[config.mk]
export PLATFORM = sky130hd
export DESIGN_NAME = linear_probe_hash_set
export DESIGN_NICKNAME = d
export VERILOG_FILES = /design/src/hdl/lphs_pkg.sv /design/src/hdl/linear_probe_hash_set.sv
export SDC_FILE = /design/constraint.sdc
export NUM_CORES = 2
export LEC_CHECK = 0
export ABC_AREA = 1
export BUFFER_PORTS_ARGS = -buffer_cell sky130_fd_sc_hd__buf_2
export CORE_ASPECT_RATIO = 2
export CORE_MARGIN = 10
export CORE_UTILIZATION = 60
export CTS_BUF_LIST = sky130_fd_sc_hd__clkbuf_8 sky130_fd_sc_hd__clkbuf_16
export CTS_CLUSTER_DIAMETER = 120
export DETAILED_ROUTE_END_ITERATION = 8
export PLACE_DENSITY = 0.76
export SETUP_SLACK_MARGIN = 0.4
export SYNTH_ARGS = -nofsm -noshare
export SYNTH_HDL_FRONTEND = slang
export SYNTH_SLANG_ARGS = --single-unit
[constraint.sdc]
create_clock -name i_clk -period 16.9 [get_ports i_clk]
set_clock_uncertainty 0.05 [all_clocks]
set_input_delay 0 -clock i_clk [delete_from_list [all_inputs] [get_ports i_clk]]
set_output_delay 0 -clock i_clk [all_outputs]
set_load 0.01 [all_outputs]
[src/hdl/lphs_pkg.sv]
// ============================================================================
// lphs_pkg
// Shared types, codes and field widths of the linear probing hash set.
// ============================================================================
package lphs_pkg;

    // Field widths of the request and result beats.
    localparam int KEY_W  = 31;
    localparam int REQ_W  = 2;
    localparam int STAT_W = 2;
    localparam int SLOT_W = 6;

    // Configuration port.
    localparam int TSIZE_W    = 7;
    localparam int THR_W      = 9;
    localparam int CFG_DATA_W = 9;
    localparam int CFG_IDX_W  = 1;

    // Default geometry and register reset values.
    localparam int DEF_SLOTS = 64;
    localparam logic [TSIZE_W-1:0] TSIZE_RST = 7'd64;
    localparam logic [THR_W-1:0]   THR_RST   = 9'd192;

    // Width of the bit counter of the modulo unit.
    localparam int STEP_W = $clog2(KEY_W);

    // Register indexes.
    localparam logic [CFG_IDX_W-1:0] CFG_TABLE_SIZE     = 1'd0;
    localparam logic [CFG_IDX_W-1:0] CFG_LOAD_THRESHOLD = 1'd1;

    // Request codes.
    localparam logic [REQ_W-1:0] REQ_INSERT = 2'd0;
    localparam logic [REQ_W-1:0] REQ_SEARCH = 2'd1;
    localparam logic [REQ_W-1:0] REQ_REMOVE = 2'd2;

    // Status codes.
    localparam logic [STAT_W-1:0] ST_OK   = 2'd0;
    localparam logic [STAT_W-1:0] ST_MISS = 2'd1;
    localparam logic [STAT_W-1:0] ST_FULL = 2'd2;

    // Sequencer states.
    typedef enum logic [1:0] {
        S_IDLE,
        S_MOD,
        S_FIND,
        S_DECIDE
    } t_state;

endpackage

[src/hdl/linear_probe_hash_set.sv]
// ============================================================================
// linear_probe_hash_set
// Set of 31-bit keys in an open addressed table with linear probing.
// ============================================================================
// Usage: a request beat (req_type, key) enters on the in channel; one result
// beat (success, status, slot) leaves on the out channel for every request.
// Insert adds a key, search looks it up, remove replaces it by a tombstone.
// Each request runs through one shared sequencer: a bit-serial restoring
// remainder unit computes the home slot, then the probe walk reads one slot
// of the key memory per cycle, at most m slots (m = table size), then the
// decision state updates the table and loads the result register. The next
// request is taken in the cycle after the result is loaded.
// The result sits in an output register until taken; a stalled receiver
// holds the decision cycle of the following request but not its probe walk.
// Synchronous reset empties the table (occupied and tombstone bits, count)
// at once and sets table_size to 64 and load_threshold to 192.
// Configuration writes take effect at the next clock edge. They are to be
// made only while no request is in flight; the block does not enforce this.
// ============================================================================
module linear_probe_hash_set #(
    parameter int SLOTS = lphs_pkg::DEF_SLOTS
) (
    input  logic                             i_clk,
    input  logic                             i_rst_n,
    // Configuration write port
    input  logic                             i_cfg_we,
    input  logic [lphs_pkg::CFG_IDX_W-1:0]   i_cfg_idx,
    input  logic [lphs_pkg::CFG_DATA_W-1:0]  i_cfg_data,
    // Request channel
    input  logic                             i_in_valid,
    output logic                             o_in_ready,
    input  logic [lphs_pkg::REQ_W-1:0]       i_req_type,
    input  logic [lphs_pkg::KEY_W-1:0]       i_key,
    // Result channel
    output logic                             o_out_valid,
    input  logic                             i_out_ready,
    output logic                             o_success,
    output logic [lphs_pkg::STAT_W-1:0]      o_status,
    output logic [lphs_pkg::SLOT_W-1:0]      o_slot
);
    import lphs_pkg::*;

    localparam int IW   = (SLOTS > 1) ? $clog2(SLOTS) : 1;
    localparam int MW   = $clog2(SLOTS + 1);
    localparam int CNTW = $clog2(SLOTS + 1);
    localparam int LW   = CNTW + THR_W + MW;

    // Configuration registers.
    logic [TSIZE_W-1:0] r_table_size;
    logic [THR_W-1:0]   r_load_thr;

    // Sequencer and datapath registers.
    t_state             r_state, n_state;
    logic [REQ_W-1:0]   r_req, n_req;
    logic [KEY_W-1:0]   r_key, n_key;
    logic [KEY_W-1:0]   r_shift, n_shift;
    logic [STEP_W-1:0]  r_step, n_step;
    logic [IW-1:0]      r_rem, n_rem;
    logic [IW-1:0]      r_pos, n_pos;
    logic [IW-1:0]      r_cnt, n_cnt;
    logic               r_hit, n_hit;
    logic               r_free_ok, n_free_ok;
    logic [IW-1:0]      r_free_pos, n_free_pos;

    // Table state.
    logic [KEY_W-1:0]   r_mem [SLOTS];
    logic [KEY_W-1:0]   r_rdata;
    logic [SLOTS-1:0]   r_occ, r_tomb;
    logic [CNTW-1:0]    r_count;

    // Result register.
    logic               r_o_valid;
    logic               r_o_success;
    logic [STAT_W-1:0]  r_o_status;
    logic [SLOT_W-1:0]  r_o_slot;

    // Decision outputs.
    logic               res_load;
    logic               res_success;
    logic [STAT_W-1:0]  res_status;
    logic [IW-1:0]      res_pos;
    logic               do_insert;
    logic               do_remove;

    logic [MW-1:0]      m;
    logic [IW:0]        rem_t;
    logic [IW:0]        pos_inc;
    logic [IW:0]        m_x;
    logic               cur_occ;
    logic               cur_tomb;
    logic               load_over;
    logic               out_free;
    logic [LW-1:0]      load_lhs;
    logic [LW-1:0]      load_rhs;
    logic [IW+SLOT_W-1:0] slot_x;

    // Effective table size: zero counts as one, large values saturate.
    always_comb begin
        if (r_table_size == '0) begin
            m = MW'(1);
        end else if (int'(r_table_size) > SLOTS) begin
            m = MW'(SLOTS);
        end else begin
            m = MW'(r_table_size);
        end
    end

    assign m_x      = (IW+1)'(m);
    assign rem_t    = {r_rem, r_shift[KEY_W-1]};
    assign pos_inc  = {1'b0, r_pos} + (IW+1)'(1);
    assign cur_occ  = r_occ[r_pos];
    assign cur_tomb = r_tomb[r_pos];
    assign out_free = !r_o_valid || i_out_ready;

    // Load check: count / m > threshold / 256, compared exactly.
    assign load_lhs  = LW'(r_count) << 8;
    assign load_rhs  = LW'(r_load_thr) * LW'(m);
    assign load_over = load_lhs > load_rhs;

    assign o_in_ready = (r_state == S_IDLE);

    // Next state of the sequencer.
    always_comb begin
        n_state = r_state;
        case (r_state)
            S_IDLE: begin
                if (i_in_valid) begin
                    n_state = S_MOD;
                end
            end
            S_MOD: begin
                if (r_step == '0) begin
                    n_state = S_FIND;
                end
            end
            S_FIND: begin
                if ((!cur_occ && !cur_tomb) || (cur_occ && r_rdata == r_key) ||
                    (MW'(r_cnt) == m - MW'(1))) begin
                    n_state = S_DECIDE;
                end
            end
            S_DECIDE: begin
                if (out_free) begin
                    n_state = S_IDLE;
                end
            end
            default: n_state = S_IDLE;
        endcase
    end

    // Datapath next values: remainder unit and probe walk.
    always_comb begin
        n_req      = r_req;
        n_key      = r_key;
        n_shift    = r_shift;
        n_step     = r_step;
        n_rem      = r_rem;
        n_pos      = r_pos;
        n_cnt      = r_cnt;
        n_hit      = r_hit;
        n_free_ok  = r_free_ok;
        n_free_pos = r_free_pos;
        case (r_state)
            S_IDLE: begin
                n_req   = i_req_type;
                n_key   = i_key;
                n_shift = i_key;
                n_step  = STEP_W'(KEY_W - 1);
                n_rem   = '0;
            end
            S_MOD: begin
                // One restoring step per key bit, most significant first.
                n_shift = r_shift << 1;
                n_step  = r_step - STEP_W'(1);
                if (rem_t >= m_x) begin
                    n_rem = IW'(rem_t - m_x);
                end else begin
                    n_rem = IW'(rem_t);
                end
                if (r_step == '0) begin
                    n_pos     = n_rem;
                    n_cnt     = '0;
                    n_hit     = 1'b0;
                    n_free_ok = 1'b0;
                end
            end
            S_FIND: begin
                // Remember the first slot not occupied along the walk.
                if (!cur_occ && !r_free_ok) begin
                    n_free_ok  = 1'b1;
                    n_free_pos = r_pos;
                end
                if (cur_occ && r_rdata == r_key) begin
                    n_hit = 1'b1;
                end else if (cur_occ || cur_tomb) begin
                    if (MW'(r_cnt) != m - MW'(1)) begin
                        n_cnt = r_cnt + IW'(1);
                        if (pos_inc == m_x) begin
                            n_pos = '0;
                        end else begin
                            n_pos = IW'(pos_inc);
                        end
                    end
                end
            end
            S_DECIDE: begin
            end
            default: begin
            end
        endcase
    end

    // Result of a finished walk and the table update it calls for.
    always_comb begin
        res_load    = (r_state == S_DECIDE) && out_free;
        res_success = 1'b0;
        res_status  = ST_MISS;
        res_pos     = '0;
        do_insert   = 1'b0;
        do_remove   = 1'b0;
        if (r_hit) begin
            res_success = 1'b1;
            res_status  = ST_OK;
            res_pos     = r_pos;
            do_remove   = (r_req == REQ_REMOVE);
        end else if (r_req == REQ_INSERT) begin
            if (load_over || !r_free_ok) begin
                res_status = ST_FULL;
            end else begin
                res_success = 1'b1;
                res_status  = ST_OK;
                res_pos     = r_free_pos;
                do_insert   = 1'b1;
            end
        end
        if (!res_load) begin
            do_insert = 1'b0;
            do_remove = 1'b0;
        end
    end

    assign slot_x = (IW+SLOT_W)'(res_pos);

    // Control registers.
    always_ff @(posedge i_clk) begin
        if (!i_rst_n) begin
            r_state      <= S_IDLE;
            r_table_size <= TSIZE_RST;
            r_load_thr   <= THR_RST;
            r_occ        <= '0;
            r_tomb       <= '0;
            r_count      <= '0;
            r_o_valid    <= 1'b0;
        end else begin
            r_state <= n_state;
            if (i_cfg_we) begin
                case (i_cfg_idx)
                    CFG_TABLE_SIZE:     r_table_size <= i_cfg_data[TSIZE_W-1:0];
                    CFG_LOAD_THRESHOLD: r_load_thr   <= i_cfg_data[THR_W-1:0];
                    default: begin
                    end
                endcase
            end
            if (do_insert) begin
                r_occ[r_free_pos]  <= 1'b1;
                r_tomb[r_free_pos] <= 1'b0;
                r_count            <= r_count + CNTW'(1);
            end
            if (do_remove) begin
                r_occ[r_pos]  <= 1'b0;
                r_tomb[r_pos] <= 1'b1;
                if (r_count != '0) begin
                    r_count <= r_count - CNTW'(1);
                end
            end
            if (res_load) begin
                r_o_valid <= 1'b1;
            end else if (i_out_ready) begin
                r_o_valid <= 1'b0;
            end
        end
    end

    // Payload registers.
    always_ff @(posedge i_clk) begin
        r_req      <= n_req;
        r_key      <= n_key;
        r_shift    <= n_shift;
        r_step     <= n_step;
        r_rem      <= n_rem;
        r_pos      <= n_pos;
        r_cnt      <= n_cnt;
        r_hit      <= n_hit;
        r_free_ok  <= n_free_ok;
        r_free_pos <= n_free_pos;
        if (res_load) begin
            r_o_success <= res_success;
            r_o_status  <= res_status;
            r_o_slot    <= slot_x[SLOT_W-1:0];
        end
    end

    // Key memory: written on insert, read ahead at the next probe slot.
    always_ff @(posedge i_clk) begin
        if (do_insert) begin
            r_mem[r_free_pos] <= r_key;
        end
        r_rdata <= r_mem[n_pos];
    end

    assign o_out_valid = r_o_valid;
    assign o_success   = r_o_success;
    assign o_status    = r_o_status;
    assign o_slot      = r_o_slot;

`ifndef NO_ASSERTIONS
    // The probe position stays inside the active table during the walk.
    a_pos_in_range: assert property (@(posedge i_clk) disable iff (!i_rst_n)
        (r_state == S_FIND) |-> ((IW+1)'(r_pos) < m_x))
        else $error("probe position outside the table");

    // A slot is never occupied and tombstoned at once.
    a_occ_tomb_excl: assert property (@(posedge i_clk) disable iff (!i_rst_n)
        (r_occ & r_tomb) == '0)
        else $error("slot both occupied and tombstoned");

    // The entry count matches the number of occupied slots.
    a_count_match: assert property (@(posedge i_clk) disable iff (!i_rst_n)
        $countones(r_occ) == int'(r_count))
        else $error("entry count out of step with occupied bits");

    // An accepted request starts the remainder unit.
    a_accept_mod: assert property (@(posedge i_clk) disable iff (!i_rst_n)
        (i_in_valid && o_in_ready) |=> (r_state == S_MOD))
        else $error("accepted request did not start the remainder unit");

    // A result is loaded only into a free output register.
    a_no_overwrite: assert property (@(posedge i_clk) disable iff (!i_rst_n)
        (res_load && r_o_valid) |-> i_out_ready)
        else $error("result register overwritten before it was taken");
`endif

endmodule

# --- Word-level counts from Yosys, hierarchy flattened ---
# Memories as Yosys holds them, arrays and structs flattened. A register that Yosys moved wholly into a read port is not among the register bits.
# Cells that the tools add are included.
word_totals:
  ff_bits: 258
  latchBits: 0
  ram_bits: 1984
  romBits: 0
  input_bits: 48
  out_inout_bits: 11
  wordCells: 152
  n_memories: 1
memory_table:
  columns: ["memory", "depth", "width", "read_ports", "rd_clocked_by_memory_dff", "wr", "line", "rtl"]
  rows:
  - ["r_mem", 64, 31, 1, 1, 1, "linear_probe_hash_set.sv:66", "logic [KEY_W-1:0] r_mem [SLOTS];"]
op_classes:
  add_sub_neg: 7
  n_mul: 1
  n_div: 0
  order_cmp: 7
  eq_ne: 17
  shifts: 0
  mux: 59
  bitwise_logic: 8
  n_reduce_logical: 31
op_table:
  columns: ["cell", "count"]
  rows:
  - ["64-bit two-way mux", 6]
  - ["64-bit AND", 2]
  - ["64-bit inverter", 2]
  - ["64-bit OR", 2]
  - ["6-bit two-way mux", 13]
  - ["31-bit one-hot mux with 2 select lines", 1]
  - ["6-bit one-hot mux with 2 select lines", 3]
  - ["7-bit two-way mux", 5]
  - ["31-bit == test", 1]
  - ["1-bit two-way mux", 18]
  - ["2-bit inequality test (second input constant)", 9]
  - ["15-bit by 16-bit greater-than comparator with 1-bit output", 1]
  - ["9-bit by 7-bit multiplier with 16-bit output", 1]
  - ["6-bit by 7-bit < comparator with 1-bit output (second input constant)", 2]
  - ["7-bit by 1-bit subtractor with 7-bit output (second input constant)", 2]
  - ["1-bit binary-select mux with 6-bit select", 2]
  - ["1-bit demux with 6-bit select", 2]
  - ["6-bit by 1-bit greater-or-equal comparator with 1-bit output (second input constant)", 2]
  - ["2-bit two-way mux", 5]
  - ["5-bit one-hot mux with 2 select lines", 1]
  - ["2-bit one-hot mux with 4 select lines", 1]
  - ["6-bit by 1-bit adder with 7-bit output (second input constant)", 1]
  - ["7-bit by 1-bit adder with 7-bit output (second input constant)", 1]
  - ["6-bit by 7-bit == test with 1-bit output", 1]
  - ["other kinds (24)", 46]

# --- Logic depth before layout (Yosys ltp) ---
depth:
  word_depth: 14
  ltp_mapped: 41
  ltp_nobuf: 39

# --- Least setup slack after synthesis ---
# Ideal clock, no wire load.
synth_timing:
  kind: "flip-flop to flip-flop"
  from: "reg r_table_size[6]"
  to: "mem r_mem[14][0] (enable)"
  setup_ns: 0.422
  t_arrival_ns: 7.503
  path_slack_ns: 8.925
  path_stages_with_launch: 36
  path_cell_list: "dfxtp_1 > clkbuf_1 > nor2_1 > nand2_1 > fa_1 > fa_1 > inv_1 > fa_1 > inv_1 > fa_1 > inv_1 > ha_1 > nand2_1 > o21ai_0 > a21oi_1 > o21bai_1 > a21oi_1 > o21bai_1 > a21oi_1 > nor2_1 > nor2_1 > xor2_1 > ha_1 > nand4_1 > nor3_1 > nand2_1 > a21oi_1 > o2111ai_1 > o21ai_0 > o21ai_0 > nor3_1 > nand2_1 > clkbuf_1 > nor3_1 > inv_1 > nor2_1"
synth_via:
  elab_chain_len: 12
  elab_cells_between_ends: 13
synth_rtl:
  columns: ["element", "line", "rtl"]
  rows:
  - ["start, declared", "linear_probe_hash_set.sv:49", "logic [TSIZE_W-1:0] r_table_size;"]
  - ["start signal, assigned", "linear_probe_hash_set.sv:258", "CFG_TABLE_SIZE: r_table_size <= i_cfg_data[TSIZE_W-1:0];"]
  - ["7-bit greater-than comparator", "linear_probe_hash_set.sv:101", "end else if (int'(r_table_size) > SLOTS) begin"]
  - ["7-bit two-way mux", "linear_probe_hash_set.sv:101", null]
  - ["7-bit two-way mux (*)", "linear_probe_hash_set.sv:99", "if (r_table_size == '0) begin"]
  - ["9-bit by 7-bit multiplier with 16-bit output (*)", "linear_probe_hash_set.sv:117", "assign load_rhs = LW'(r_load_thr) * LW'(m);"]
  - ["15-bit by 16-bit greater-than comparator with 1-bit output (*)", "linear_probe_hash_set.sv:118", "assign load_over = load_lhs > load_rhs;"]
  - ["1-bit logical OR (*)", "linear_probe_hash_set.sv:227", "if (load_over || !r_free_ok) begin"]
  - ["1-bit two-way mux (*)", "linear_probe_hash_set.sv:227", null]
  - ["1-bit two-way mux (*)", "linear_probe_hash_set.sv:226", "end else if (r_req == REQ_INSERT) begin"]
  - ["1-bit two-way mux (*)", "linear_probe_hash_set.sv:221", "if (r_hit) begin"]
  - ["1-bit two-way mux (*)", "linear_probe_hash_set.sv:236", "if (!res_load) begin"]
  - ["1-bit two-way mux (*)", "linear_probe_hash_set.sv:305", "if (do_insert) begin"]
  - ["1-bit two-way mux (not written as such) (*)", "linear_probe_hash_set.sv:306", "r_mem[r_free_pos] <= r_key;"]
  - ["end, declared", "linear_probe_hash_set.sv:66", null]
# Mark *: on every way between the ends. The rest lies on a longest branch, timed or not.

# --- Final worst setup path ---
layout_timing:
  from: "reg r_table_size[6]"
  to: "mem r_mem[39][27] (enable)"
# The elaborated chain is that of the path after synthesis.

==> impl_metrics.csv <==
group,metric,value,unit
global_routing,grt_pass1_wl,459000,um
setup_path,cpMaxStageDelayCell,"nor2_4",
route,wl,314000,um
layout,area_growth,9.12,%
route,vias,73942,
setup_path,reg2reg_slack,6.90,ns
timing,fin_setup_tns,0,ns
setup_path,crit_path_end_kind,"flip-flop",
synth,ys_ff_latch,2273,
global_routing,grt_use_met2,56.4,%
placed_design,routabilityCongestion,1.01,
setup_path,crit_buf_inv,6,
timing,slew_violations,0,
clocking,cts_buffers,189,
clocking,cts_buffer_depth,4,
timing,slew_headroom,15.1,%
setup_path,crit_path_max_fanout,33,
placed_design,post-place-cells,11662,
synth,synthFlopType,"edfxtp_1",
placed_design,hpwl,189000,um
layout,final_nets,9834,
clocking,clk_latency,0.85,ns
global_routing,grt_max_degree,202,
clocking,post_cts_resized,0,
clocking,root_buffer,"clkbuf_16",
setup_path,worstPathRequired,17.26,ns
synth,ys_warn_count,0,
route,drt_iter0_drc,9600,
clocking,path_clk_slew,0.07,ns
clocking,cts_tree,"built",
route,first_pass_iters,9,
timing,period_share,59.2,%
floorplan,start_util,60.3,%
timing,hold_ws,0.0756,ns
synth,ys_types,42,
timing,fmax,0.100,GHz
setup_path,max_stage_delay,1.14,ns
route,viasPerCell,6.11,
setup_path,criticalPathCategory,"flip-flop to flip-flop",
clocking,clock-sinks,2273,
setup_path,cp_top_family,"simple AND/OR/NAND/NOR gates",
global_routing,grtUsageMet3,5.39,%
outcome,status,"finished clean",
timing,rsz0062_at_grt,"no",
synth,synth_area,0.102,mm^2
synth,yosysSeqAreaShare,65.0,%
synth,synthCells,9778,
setup_path,cp-start-kind,"flip-flop",
timing,worst_pin_slew,1.27,ns
floorplan,die_h,603,um
synth,syn_avg_cell_area,10.4,um^2
route,wl_per_cell,26.0,um
layout,fin_cells,12106,
global_routing,busiest_layer,"met2",
route,antenna_left,0,
synth,synth_nets,9919,
global_routing,overflow,0,
timing,hold_violations,0,
timing,min_period,10.00,ns
global_routing,grt_pass1_vias,73617,
floorplan,io_pins,59,
synth,synth_edf_count,2082,
floorplan,fp.dieW,312,um
layout,utilization,65.8,%
floorplan,die_area,0.188,mm^2
global_routing,met1_usage,34.7,%
floorplan,rows,214,
global_routing,antenna_found_initial,15,
setup_path,crit_top_cell,"nor2_1",
hold_path,hold_path.class,"input port to flip-flop",
setup_path,critPathArrivalTime,10.36,ns
clocking,cts_max_level,4,
synth,async_flop_share,0,%
timing,finalSetupViolations,0,
layout,drive_above_1_share,5.77,%
floorplan,core,0.169,mm^2
placed_design,port_buffers,58,
global_routing,grt_use_total,32.7,%
route,drc,0,
run,drv_cap,0,
-- Yosys cell counts, types with 24 or more instances --
master | n | area (um^2)
inv_1 | 1463 | 5490
buf_2 | 339 | 1700
fa_1 | 35 | 701
dfxtp_1 | 191 | 3820
nor2_1 | 388 | 1460
nand2_1 | 1801 | 6760
o21ai_0 | 164 | 821
clkbuf_1 | 201 | 754
a21oi_1 | 50 | 250
nand3b_1 | 684 | 5130
edfxtp_1 | 2082 | 62500
ha_1 | 58 | 726
buf_1 | 24 | 90.1
xor2_1 | 31 | 272
nand3_1 | 2077 | 10400
nor3_1 | 69 | 345
-- final cells by class --
type,instances,area (um^2)
Sequential cell,2273,66300
Inverter,1475,5560
Multi-Input combinational cell,5445,28100
Clock inverter,126,1040
Tap cell,2268,2840
Clock buffer,207,5020
Fill cell,12294,58000
Antenna cell,3,7.51
Timing Repair Buffer,309,2530
-- flip-flops by register name, summed over array words and instances (netlist names), 2 cells and up --
signal / flops
r_state: 2
r_req: 2
r_load_thr: 9
r_rdata: 31
r_free_pos: 6
o_slot: 6
r_key: 31
r_shift: 31
r_occ: 64
o_status: 2
r_rem: 6
r_mem: 1984
r_table_size: 7
r_pos: 6
r_step: 5
r_tomb: 64
r_cnt: 6
r_count: 7
-- metrics by stage --
| stage | instance area [um^2] | setup slack, ns |
|---|---|---|
| 2_1_floorplan | 102000 | 8.92 |
| 3_3_place_gp | 104000 | 6.95 |
| 3_5_place_dp | 104000 | 6.88 |
| 4_1_cts | 111000 | 6.85 |
| 5_1_grt | 111000 | 6.08 |
| 6_report | 111000 | 6.90 |
-- worst min-delay path, cell delays in order --
cell,delay [ns]
dlygate4sd3_1,0.53
buf_2,0.12
o21ai_0,0.13
a21oi_1,0.13
-- cell usage in the layout, fill, tap and decap left out, types with 22 or more instances in the layout --
master	count
nand3_1	2077
fa_1	35
buf_2	58
edfxtp_1	2082
nand3b_1	684
o21ai_0	164
a21oi_1	50
nor2_4	66
inv_1	1498
ha_1	57
clkbuf_16	193
nor2_1	324
buf_4	136
nor3_1	69
nand2_1	1798
dlygate4sd3_1	108
clkinv_2	31
xnor2_1	22
clkinv_1	31
xor2_1	31
dfxtp_1	190
-- cell families (layout without fill, tap and decap cells) --
logic type | count (synthesis) | count (layout) | synth area share [%]
XOR/XNOR | 53 | 53 | 0.454
AND/OR/NAND/NOR | 5045 | 5045 | 23.8
AO/OA/AOI/OAI | 254 | 254 | 1.33
buffers and inverters | 2060 | 2117 | 8.09
flip-flops | 2273 | 2273 | 65.0
adder cells (fa/ha/maj) | 93 | 93 | 1.40
other | 0 | 3 | 0
-- per-layer routing --
metal | share of wire [%] | vias up
met3 | 9.2 | 1174
li1 | - | 32671
met2 | 50 | 4560
met5 | 0.031 | -
met1 | 31 | 35523
met4 | 10 | 14
-- final timing paths --
check             depth (start not counted)                    endpoint                         start
setup / recovery                         36     r_mem[39][27]$_DFFE_PP_  r_table_size[6]$_SDFFE_PN1P_
hold / removal                            4  r_load_thr[4]$_SDFFE_PN0P_                 i_cfg_data[4]
setup reg to reg                         36     r_mem[39][27]$_DFFE_PP_  r_table_size[6]$_SDFFE_PN1P_
hold reg to reg                           2         r_occ[2]$_SDFF_PN0_           r_occ[2]$_SDFF_PN0_
-- what timing repair did --
action | in CTS | in global routing
hold endpoints to repair | 116 | 0
buffers inserted | 0 | 0
hold buffers | 108 | 0
Power is not shown: default switching activity piles up to over one toggle a cycle in this logic, so the estimate is an artifact.
